<file path="config.mk">
export PLATFORM = sky130hd
export DESIGN_NAME = uu_line_encoder_unit
export DESIGN_NICKNAME = d
export VERILOG_FILES = /design/src/rtl/ule_pkg.sv /design/src/rtl/uu_line_encoder_unit.sv /design/src/rtl/ule_front.sv /design/src/rtl/ule_queue.sv /design/src/rtl/ule_back.sv
export VERILOG_INCLUDE_DIRS = /design/src /design/src/rtl
export SDC_FILE = /design/constraint.sdc
export NUM_CORES = 1
export LEC_CHECK = 0
export ABC_AREA = 1
export BUFFER_PORTS_ARGS = -buffer_cell sky130_fd_sc_hd__buf_2
export CAP_MARGIN = 20
export CORE_ASPECT_RATIO = 1.5
export CORE_MARGIN = 2
export CORE_UTILIZATION = 40
export DETAILED_ROUTE_END_ITERATION = 6
export GPL_ROUTABILITY_DRIVEN = 0
export PLACE_DENSITY = 0.67
export SKIP_CTS_REPAIR_TIMING = 1
export SYNTH_ARGS = -nofsm -noshare
export SYNTH_HDL_FRONTEND = slang
export SYNTH_SLANG_ARGS = --single-unit
</file>
<file path="constraint.sdc">
create_clock -name i_clk -period 4.12 [get_ports i_clk]
set_input_delay 0.824 -clock i_clk [delete_from_list [all_inputs] [get_ports i_clk]]
set_output_delay 0.824 -clock i_clk [all_outputs]
set_load 0.01 [all_outputs]
</file>
<file path="src/rtl/assert_macros.svh">
// Assertion macros shared by the RTL of the line encoder.
// Needs nothing else; included by files that carry concurrent assertions.
`ifndef ASSERT_MACROS_SVH
`define ASSERT_MACROS_SVH

// Same-cycle implication, disabled while reset is low.
`define ASSERT_IMPLY(label, clk, rst_n, ante, cons) \
    label: assert property (@(posedge clk) disable iff (!(rst_n)) (ante) |-> (cons)) \
        else $error("assertion failed: implication");

// Next-cycle implication, disabled while reset is low.
`define ASSERT_NEXT(label, clk, rst_n, ante, cons) \
    label: assert property (@(posedge clk) disable iff (!(rst_n)) (ante) |=> (cons)) \
        else $error("assertion failed: next-cycle implication");

`endif

</file>
<file path="src/rtl/ule_pkg.sv">
// Package for the uuencode line encoder: job type, queue status, constants
// and the 6-bit to character mapping. Depends on nothing.
`timescale 1ns / 1ps

package ule_pkg;

    localparam int LINE_CAP_DEF    = 45;
    localparam int QUEUE_DEPTH_DEF = 4;

    localparam logic [6:0] CHAR_ZERO = 7'h60;  // stands for a zero value
    localparam logic [6:0] CHAR_BIAS = 7'h20;
    localparam int         JOB_CHARS = 5;      // length char plus four group chars

    // One decoded item: which characters to emit and what goes into them.
    typedef struct packed {
        logic [JOB_CHARS-1:0] mask;      // bit 0: length char, bits 4:1: group chars
        logic [6:0]           len_char;
        logic [23:0]          grp;       // three bytes, first byte in 23:16
        logic                 line_end;  // mark the final char of this job
    } t_job;

    typedef struct packed {
        logic full;
        logic empty;
    } t_q_stat;

    function automatic logic [6:0] uu_char(input logic [5:0] v);
        logic [6:0] ch;
        ch = (v == 6'd0) ? CHAR_ZERO : ({1'b0, v} + CHAR_BIAS);
        return ch;
    endfunction

endpackage

</file>
<file path="src/rtl/uu_line_encoder_unit.sv">
// uuencode line encoder: top level joining front end, job queue and emitter.
// Depends on ule_pkg, ule_front, ule_queue, ule_back and assert_macros.svh.
`timescale 1ns / 1ps

// Encodes one line of bytes into uuencode characters, one character per
// output transaction. An item is taken whenever the job queue
// (QUEUE_DEPTH entries) has room; it yields 0 to 5 characters: the length
// character on line start, four characters per completed or flushed group.
// The emitter drives one character per cycle through the output register
// while the receiver is ready. An item passes through the job queue and the
// emitter's job registers before its first character reaches the output
// register. last_char marks the final character of the line-end item.

`include "assert_macros.svh"

module uu_line_encoder_unit
    import ule_pkg::*;
#(
    parameter int LINE_CAP    = LINE_CAP_DEF,
    parameter int QUEUE_DEPTH = QUEUE_DEPTH_DEF
) (
    input  logic       i_clk,
    input  logic       i_rst_n,
    input  logic       i_valid,
    output logic       o_ready,
    input  logic [7:0] i_data_byte,
    input  logic       i_byte_valid,
    input  logic       i_line_start,
    input  logic [5:0] i_line_bytes,
    input  logic       i_line_end,
    output logic       o_valid,
    input  logic       i_ready,
    output logic [6:0] o_out_char,
    output logic       o_last_char
);

    t_job    job, head;
    t_q_stat q_stat;
    logic    accept, push, pop;
    logic    char_ok;

    assign o_ready = !q_stat.full;
    assign accept  = i_valid && o_ready;
    assign char_ok = (o_out_char >= CHAR_BIAS) && (o_out_char <= CHAR_ZERO);

    ule_front #(
        .LINE_CAP(LINE_CAP)
    ) u_front (
        .i_clk       (i_clk),
        .i_rst_n     (i_rst_n),
        .i_accept    (accept),
        .i_data_byte (i_data_byte),
        .i_byte_valid(i_byte_valid),
        .i_line_start(i_line_start),
        .i_line_bytes(i_line_bytes),
        .i_line_end  (i_line_end),
        .o_job       (job),
        .o_push_req  (push)
    );

    ule_queue #(
        .DEPTH(QUEUE_DEPTH)
    ) u_queue (
        .i_clk  (i_clk),
        .i_rst_n(i_rst_n),
        .i_push (push),
        .i_job  (job),
        .i_pop  (pop),
        .o_head (head),
        .o_stat (q_stat)
    );

    ule_back u_back (
        .i_clk      (i_clk),
        .i_rst_n    (i_rst_n),
        .i_head     (head),
        .i_q_stat   (q_stat),
        .o_pop      (pop),
        .i_ready    (i_ready),
        .o_valid    (o_valid),
        .o_out_char (o_out_char),
        .o_last_char(o_last_char)
    );

    // a popped job loads the emitter's job registers first, its first character then goes through the output register
    `ASSERT_IMPLY(a_char_range, i_clk, i_rst_n, o_valid, char_ok)
    `ASSERT_IMPLY(a_no_push_full, i_clk, i_rst_n, push, !q_stat.full)
    `ASSERT_IMPLY(a_no_pop_empty, i_clk, i_rst_n, pop, !q_stat.empty)
    `ASSERT_NEXT(a_job_reaches_out, i_clk, i_rst_n, pop, ##1 o_valid)

endmodule

</file>
<file path="src/rtl/ule_front.sv">
// Front end: takes input items, tracks the pending byte group and builds jobs.
// Depends on ule_pkg.
`timescale 1ns / 1ps

module ule_front
    import ule_pkg::*;
#(
    parameter int LINE_CAP = LINE_CAP_DEF
) (
    input  logic       i_clk,
    input  logic       i_rst_n,
    input  logic       i_accept,
    input  logic [7:0] i_data_byte,
    input  logic       i_byte_valid,
    input  logic       i_line_start,
    input  logic [5:0] i_line_bytes,
    input  logic       i_line_end,
    output t_job       o_job,
    output logic       o_push_req
);

    logic [7:0] r_hi, r_lo;
    logic [1:0] r_fill;
    logic [7:0] n_hi, n_lo;
    logic [1:0] n_fill;

    logic [1:0] fill_in;
    logic [1:0] fill_mid;
    logic       grp_full;
    logic       flush;
    logic [5:0] nbytes;
    logic [23:0] grp;

    always_comb begin
        fill_in  = i_line_start ? 2'd0 : r_fill;
        n_hi     = r_hi;
        n_lo     = r_lo;
        fill_mid = fill_in;
        grp_full = 1'b0;
        grp      = '0;
        if (i_byte_valid) begin
            case (fill_in)
                2'd0: begin
                    n_hi     = i_data_byte;
                    fill_mid = 2'd1;
                end
                2'd1: begin
                    n_lo     = i_data_byte;
                    fill_mid = 2'd2;
                end
                default: begin
                    grp      = {r_hi, r_lo, i_data_byte};
                    grp_full = 1'b1;
                    fill_mid = 2'd0;
                end
            endcase
        end
        // line end pads a partial group with zero bytes
        flush = i_line_end && (fill_mid != 2'd0);
        if (flush) begin
            grp = {n_hi, (fill_mid == 2'd2) ? n_lo : 8'h00, 8'h00};
        end
        n_fill = i_line_end ? 2'd0 : fill_mid;
    end

    always_comb begin
        nbytes = (i_line_bytes > 6'(LINE_CAP)) ? 6'(LINE_CAP) : i_line_bytes;
        o_job.len_char = (nbytes == 6'd0) ? CHAR_ZERO : ({1'b0, nbytes} + CHAR_BIAS);
        o_job.mask     = {{(JOB_CHARS-1){grp_full || flush}}, i_line_start};
        o_job.grp      = grp;
        o_job.line_end = i_line_end;
        o_push_req     = i_accept && (o_job.mask != '0);
    end

    always_ff @(posedge i_clk) begin
        if (!i_rst_n) begin
            r_fill <= 2'd0;
        end else if (i_accept) begin
            r_fill <= n_fill;
        end
    end

    always_ff @(posedge i_clk) begin
        if (i_accept) begin
            r_hi <= n_hi;
            r_lo <= n_lo;
        end
    end

endmodule

</file>
<file path="src/rtl/ule_queue.sv">
// Short job queue between front end and character emitter.
// Depends on ule_pkg.
`timescale 1ns / 1ps

module ule_queue
    import ule_pkg::*;
#(
    parameter int DEPTH = QUEUE_DEPTH_DEF
) (
    input  logic    i_clk,
    input  logic    i_rst_n,
    input  logic    i_push,
    input  t_job    i_job,
    input  logic    i_pop,
    output t_job    o_head,
    output t_q_stat o_stat
);

    localparam int AW = (DEPTH > 1) ? $clog2(DEPTH) : 1;
    localparam int CW = $clog2(DEPTH + 1);

    t_job          r_mem [DEPTH];
    logic [AW-1:0] r_wr, r_rd;
    logic [CW-1:0] r_cnt;
    logic [AW-1:0] n_wr, n_rd;
    logic [CW-1:0] n_cnt;

    always_comb begin
        n_wr  = r_wr;
        n_rd  = r_rd;
        n_cnt = r_cnt;
        if (i_push) begin
            n_wr = (r_wr == AW'(DEPTH - 1)) ? '0 : r_wr + 1'b1;
        end
        if (i_pop) begin
            n_rd = (r_rd == AW'(DEPTH - 1)) ? '0 : r_rd + 1'b1;
        end
        if (i_push && !i_pop) begin
            n_cnt = r_cnt + 1'b1;
        end else if (i_pop && !i_push) begin
            n_cnt = r_cnt - 1'b1;
        end
    end

    always_ff @(posedge i_clk) begin
        if (!i_rst_n) begin
            r_wr  <= '0;
            r_rd  <= '0;
            r_cnt <= '0;
        end else begin
            r_wr  <= n_wr;
            r_rd  <= n_rd;
            r_cnt <= n_cnt;
        end
    end

    always_ff @(posedge i_clk) begin
        if (i_push) begin
            r_mem[r_wr] <= i_job;
        end
    end

    assign o_head       = r_mem[r_rd];
    assign o_stat.full  = (r_cnt == CW'(DEPTH));
    assign o_stat.empty = (r_cnt == '0);

endmodule

</file>
<file path="src/rtl/ule_back.sv">
// Back end: walks the characters of one job and drives the output register.
// Depends on ule_pkg.
`timescale 1ns / 1ps

module ule_back
    import ule_pkg::*;
(
    input  logic       i_clk,
    input  logic       i_rst_n,
    input  t_job       i_head,
    input  t_q_stat    i_q_stat,
    output logic       o_pop,
    input  logic       i_ready,
    output logic       o_valid,
    output logic [6:0] o_out_char,
    output logic       o_last_char
);

    logic [JOB_CHARS-1:0] r_rem;
    logic [JOB_CHARS-1:0] n_rem;
    logic [6:0]           r_len_char;
    logic [23:0]          r_grp;
    logic                 r_line_end;
    logic                 r_valid;
    logic [6:0]           r_char;
    logic                 r_last;

    logic                 busy, load, emit, take;
    logic [JOB_CHARS-1:0] rem_after, pick;
    logic [6:0]           cur_char;

    always_comb begin
        busy      = (r_rem != '0);
        load      = !r_valid || i_ready;
        emit      = busy && load;
        rem_after = r_rem & (r_rem - 1'b1);
        pick      = r_rem & ~rem_after;   // lowest pending character
        take      = !busy || (emit && (rem_after == '0));
        o_pop     = take && !i_q_stat.empty;

        cur_char = r_len_char;
        if (pick[1]) cur_char = uu_char(r_grp[23:18]);
        if (pick[2]) cur_char = uu_char(r_grp[17:12]);
        if (pick[3]) cur_char = uu_char(r_grp[11:6]);
        if (pick[4]) cur_char = uu_char(r_grp[5:0]);

        if (o_pop) begin
            n_rem = i_head.mask;
        end else if (emit) begin
            n_rem = rem_after;
        end else begin
            n_rem = r_rem;
        end
    end

    always_ff @(posedge i_clk) begin
        if (!i_rst_n) begin
            r_rem   <= '0;
            r_valid <= 1'b0;
        end else begin
            r_rem <= n_rem;
            if (load) begin
                r_valid <= emit;
            end
        end
    end

    always_ff @(posedge i_clk) begin
        if (o_pop) begin
            r_len_char <= i_head.len_char;
            r_grp      <= i_head.grp;
            r_line_end <= i_head.line_end;
        end
        if (emit) begin
            r_char <= cur_char;
            r_last <= r_line_end && (rem_after == '0);
        end
    end

    assign o_valid     = r_valid;
    assign o_out_char  = r_char;
    assign o_last_char = r_last;

endmodule
</file>
Yosys cells after proc, flatten, opt, wreduce, memory -nomap -nowiden:

Memories as Yosys holds them, arrays and structs flattened. A register that Yosys moved wholly into a read port is not among the register bits.
Index checks and enable logic that the tools add are counted.

* register bits: 71
* RAM bits: 148
* input bits: 21
* output and inout port bits: 10
* word-level logic and storage cells: 99
* memories: 1

* $add $sub $neg: 10
* magnitude comparators: 1
* eq/ne operators: 5
* multiplexer cells: 34
* bitwise logic cells: 3
* reduce and logical (&&, ||, !) cells: 32

Memories
* u_queue.r_mem: depth 4, width 37, read ports 1, clocked after memory_dff 1, write ports 1, line ule_queue.sv:22 `t_job r_mem [DEPTH];`

Operators by type and width (count)
* $mux W24: 3
* $mux W7: 9
* $mux W8: 5
* $add A6 B6 Y7 const B: 5
* $logic_not A6 Y1: 5
* $mux W2: 7
* $and A5 B5 Y5: 2
* $mux W5: 2
* $reduce_bool A5 Y1: 2
* $logic_and A1 B1 Y1: 9
* $eq A2 B2 Y1 const B: 3
* $gt A6 B6 Y1 const B: 1
* $logic_not A1 Y1: 6
* $mux W3: 2
* $mux W6: 1
* $reduce_bool A2 Y1: 3
* $logic_not A5 Y1: 1
* $not A5 Y5: 1
* $sub A5 B1 Y5 const B: 1
* $add A2 B1 Y2 const B: 2
* $mux W1: 4
* $pmux W2 S2: 1
* $add A3 B1 Y3 const B: 1
* $eq A3 B3 Y1 const B: 1
* 6 further kinds: 8

Longest topological paths before layout:

* word-level depth: 13
* gate-level depth with buffers: 15
* depth with buffers taken out: 15

Hierarchy:

From an unflattened synthesis, not the netlist that was laid out.

* cell total of the unflattened synthesis: 765
* area total of the unflattened synthesis: 9241.4 µm²

By module, submodules not included
* ule_queue: instances 1, cells each 417, area each 5947.0 µm², sequential area each 4624.4 µm²
* ule_back: instances 1, cells each 174, area each 2035.7 µm², sequential area each 1321.3 µm²
* ule_front: instances 1, cells each 171, area each 1244.9 µm², sequential area each 520.5 µm²
* uu_line_encoder_unit: instances 1, cells each 3, area each 13.8 µm², sequential area each 0.0 µm²

Worst setup path after synthesis:

Ideal clock, no wire load.

* path kind: in2reg
* from: in i_valid
* to: mem u_queue.r_mem[0][0] in the netlist's numbering, enable pin
* setup time: 0.425 ns
* data arrival time: 2.927 ns
* required time: 3.695 ns
* setup slack: 0.767 ns
* stages on the path: 4
* path buffers: 0
* cell sequence: nand2_1 -> inv_1 -> nand2_4 -> nor2_1

* word-level cells in the longest chain between the ends: 4

Ends and longest elaborated chain
* from (decl): line uu_line_encoder_unit.sv:24 `input logic i_valid,`
* $logic_and A1 B1 Y1: line uu_line_encoder_unit.sv:43 `assign accept = i_valid && o_ready;`
* net accept: line uu_line_encoder_unit.sv:39 `logic accept, push, pop;`
* $logic_and A1 B1 Y1: line ule_front.sv:72 `o_push_req = i_accept && (o_job.mask != '0);`
* $mux W1: line ule_queue.sv:58 `if (i_push) begin`
* $mux W1 (implied by the code): line ule_queue.sv:59 `r_mem[r_wr] <= i_job;`
* to (decl): line ule_queue.sv:22

The timed path passes the listed nets, and every way through them passes these cells.

Worst setup path after layout:

* from: in i_line_start
* to: reg u_queue.r_cnt[2]

* word-level cells in the longest chain between the ends: 12
* elaborated cells between the ends (all ways): 18
* those cells by class: 1 x eq/ne; 6 x mux; 11 x reduce/logical

Ends and longest elaborated chain
* from (decl): line uu_line_encoder_unit.sv:28 `input logic i_line_start,`
* $mux W2: line ule_front.sv:35 `fill_in = i_line_start ? 2'd0 : r_fill;`
* $eq A2 B1 Y1 or $logic_not A2 Y1 (tied branches): line ule_front.sv:42 `case (fill_in)`
* $pmux W2 S2: line ule_front.sv:42
* $mux W2: line ule_front.sv:41 `if (i_byte_valid) begin`
* $reduce_bool A2 Y1: line ule_front.sv:59 `flush = i_line_end && (fill_mid != 2'd0);`
* $logic_and A1 B1 Y1: line ule_front.sv:59
* $logic_or A1 B1 Y1: line ule_front.sv:69 `o_job.mask = {{(JOB_CHARS-1){grp_full || flush}}, i_line_start};`
* $reduce_bool A5 Y1 *: line ule_front.sv:72
* $logic_and A1 B1 Y1 *: line ule_front.sv:72
* net push: line uu_line_encoder_unit.sv:39
* $logic_not A1 Y1: line ule_queue.sv:40 `end else if (i_pop && !i_push) begin`
* $logic_and A1 B1 Y1: line ule_queue.sv:40
* $reduce_bool A2 Y1 (no source line)
* to (signal assigned): line ule_queue.sv:53 `r_cnt <= n_cnt;`
* to (decl): line ule_queue.sv:24 `logic [CW-1:0] r_cnt;`

Mark *: on every way through the listed nets, which the timed path passes. The rest lies on a longest branch.
A chain may end at the register's enable or synchronous reset.

==> results.yml <==
run_status:
  outcome: "complete, no violations"
synth:
  yosysSeqAreaShare_pct: 70.4
  synth.most_common_cell: "edfxtp_1"
  synth-simple-area-share_pct: 13.6
  synthAdderAreaFrac_pct: 1.10
  ys.flop_type: "edfxtp_1"
  async_reset_ff_share_pct: 0
  ys_types: 43
  syn_avg_cell_area_um2: 12.0
  synth_edf_count: 192
  syn_nets: 753
  synth_compound_area_share_pct: 10.6
  postSynthCellCount: 725
  synth_top_cell_by_area: "edfxtp_1"
  ys_top_cells_by_area: "edfxtp_1, o21ai_0, nor2_1, dfxtp_1, nand2_1"
  yosys_warnings: 0
  synth_commonest_cells: "edfxtp_1, nor2_1, o21ai_0"
  syn-cell-area_um2: 8680
  yosys.area_share.xor_xnor_pct: 0.101
  synth_top_family_by_area: "simple AND/OR/NAND/NOR gates"
  synth_top_area_share_pct: 66.5
  synth_mux_area_share_pct: 0.115
  synth_seq_cells: 209
drt:
  antenna_left: 0
  post_drt_wl_per_cell_um: 16.1
  drt_pass1_iterations: 5
  drt_iter0_markers: 461
  drt-total-wl_um: 16800
  vias: 5349
  routed_via_density: 5.13
  post-route-drc-count: 0
global_route:
  grt_antenna_before_repair: 0
  grt_pass1_vias: 5164
  grt_pass1_wl_um: 26600
  grt_overflow: 0
  track_usage_pct: 14.5
  grt_start_max_net_pins: 69
finish:
  syn_to_final_growth_pct: 13.0
  fin_nets: 784
  antenna_cells: 0
  drive_gt1_share_pct: 14.9
worst_setup_path:
  r2r_slack_ps: 1600
  cp_top_family: "simple AND/OR/NAND/NOR gates"
  r2r_end: "u_queue.r_cnt[2]"
  reg2reg_depth: 15
  critPathArrivalTime_ps: 2910
  crit_path_top_delay_cell: "fa_1"
  critical_path_required_ps: 4500
  path_class: "input pin to register"
  cpPeakStageDelay_ps: 370
  end_kind: "register"
  timing.critical_path.from_type: "input pin"
  r2r-start: "u_front.r_fill[1]"
  critPathBufInv: 3
  critPathMaxFanout: 18
  path_cells: "buf_2 > nor2_8 > nand2_2 > o211ai_2 > nand2_2 > nand3_2 > nand2_4 > inv_2 > ha_1 > inv_1 > fa_1 > a21oi_1 > o21ai_0 > o21ai_0 > a21oi_1"
worst_hold_path:
  whs_path_depth: 2
  min_from: "u_queue.r_cnt[2]"
  hold_end: "u_queue.r_cnt[2]"
  hold_path_class: "register to register"
cts:
  clockBufferDepth: 3
  cts_tree: "done"
  clock-sinks: 209
  clk_pin_slew_ps: 60
  clkLatencyLatePin_ps: 490
  cts_max_level: 1
  cts_buffers: 20
  cts_root_buffer: "clkbuf_16"
power:
  sw_frac_of_total_pct: 31.6
  p_sw_uw: 2080
  max-vdd-ir-drop_mv: 0.272
  finalPower_uw: 6580
  pwr-share-seq_pct: 46.4
  combPwrFrac_pct: 24.7
  leakagePower_uw: 0.00363
  p_per_area_nw_per_um2: 671
  internal_power_uw: 4500
  p_clk_share_pct: 28.8
timing:
  fin_hold_ws_ps: 476
  clock_skew_ps: 9.73
  period_needed_ps: 2530
  hold_violations: 0
  rsz0062_at_grt: "false"
  fin_crit_sh_pct: 61.3
  tns_ps: 0
  max_freq_ghz: 0.396
  setup_viol: 0
  worst_slew_pin_slew_ps: 1030
  drv_slew: 0
  slew-limit-headroom_pct: 31.0
die:
  die_area_um2: 22900
  core_area_um2: 21500
  start_util_pct: 40.4
  die_w_um: 124
  io_pins: 31
  rows: 66
  die_y_um: 184
placed_design:
  post-dp-hpwl_um: 10900
  port-buffer-count: 30
run:
  cap_violations: 0
==> placed cells by master, fill, tap and decap left out, types with 4 or more instances in the layout <==
cell type,n
nand3_1,40
a21oi_1,12
a31oi_1,5
clkbuf_16,21
o21ai_0,85
buf_4,9
ha_1,6
nand2_2,11
dfxtp_1,16
o21ai_1,8
nor2_4,5
edfxtp_1,192
o22ai_1,34
inv_1,48
o211ai_1,5
nand3_2,4
buf_2,30
nand2_1,84
inv_2,5
nor2_1,105
==> stage by stage <==
stage / utilization (%) / cell area (µm²) / worst slack [ps] / instances
after CTS: 45.7 / 9810 / 1580 / 1042
after floorplan: - / 8680 / 767 / 725
final: 45.7 / 9810 / 1590 / 1042
after global routing: 45.7 / 9810 / 1290 / 1042
after global placement: 42.5 / 9120 / 1100 / 1006
after detailed placement: 42.5 / 9120 / 1080 / 1006
==> how the worst max path moves through the flow <==
stage | slack [ps] | from | to | cells past startpoint
global route | 1290 | u_front.r_fill[1] | u_queue.r_cnt[2] | 15
floorplan | 770 | i_valid | u_queue.r_mem[0][0] | 4
global placement | 1100 | i_line_start | u_queue.r_cnt[2] | 15
finish | 1590 | i_line_start | u_queue.r_cnt[2] | 15
CTS | 1580 | u_front.r_fill[1] | u_queue.r_cnt[2] | 15
detailed placement | 1080 | i_line_start | u_queue.r_cnt[2] | 15
==> kinds of logic (layout without fill, tap and decap cells) <==
kind of cell               count (synthesis)  in the layout
buffers and inverters                     85            130
xor gates and xnor gates                   1              1
adders and majority gates                  7              7
and+or+nand+nor                          261            261
muxes                                      1              1
AOI/OAI and AO/OA                        161            161
DFF                                      209            209
==> per-layer routing <==
metal / part of all wire [%] / track usage (%) / up-vias / routed length (µm)
li1: - / - / 2641 / -
met1: 42 / 17.7 / 2563 / 6960
met3: 4.7 / 1.77 / 22 / 780
met5: 0 / 0 / - / 0
met4: 1.7 / 4.49 / 0 / 277
met2: 52 / 26.9 / 123 / 8750
==> worst register-to-register path, delay by kind of cell (launching register included) <==
family	cells	cell delay [ps]
fa+ha+maj	2	510
simple gates	5	700
flops	1	370
compound gates	5	520
buf+inv	3	300
==> layout make-up <==
| class | instances | area [µm²] |
|---|---|---|
| Clock buffer | 24 | 537 |
| Clock inverter | 12 | 153 |
| Fill cell | 1912 | 11700 |
| Inverter | 55 | 208 |
| Multi-Input combinational cell | 431 | 2240 |
| Sequential cell | 209 | 6110 |
| Tap cell | 272 | 340 |
| Timing Repair Buffer | 39 | 218 |
==> flip-flops by register name (all words and copies together), names as in the netlist, named ones only <==
register	flops
u_queue.r_mem	136
u_back.r_grp	24
u_front.r_hi	8
u_front.r_lo	8
u_back.o_out_char	7
u_back.r_len_char	7
u_back.r_rem	5
u_queue.r_cnt	3
u_front.r_fill	2
u_queue.r_rd	2
u_queue.r_wr	2
u_back.o_last_char	1
u_back.o_valid	1
u_back.r_line_end	1
==> power groups by stage <==
stage	clock (µW)	sequential [µW]	combinational (µW)
final	1900	3050	1630
after CTS	1930	3050	1640
after floorplan	0	3060	1170
after detailed placement	0	3100	1630
after global placement	0	3090	1590
after global routing	2010	3090	1860
Power figures use the tool's default switching activity.
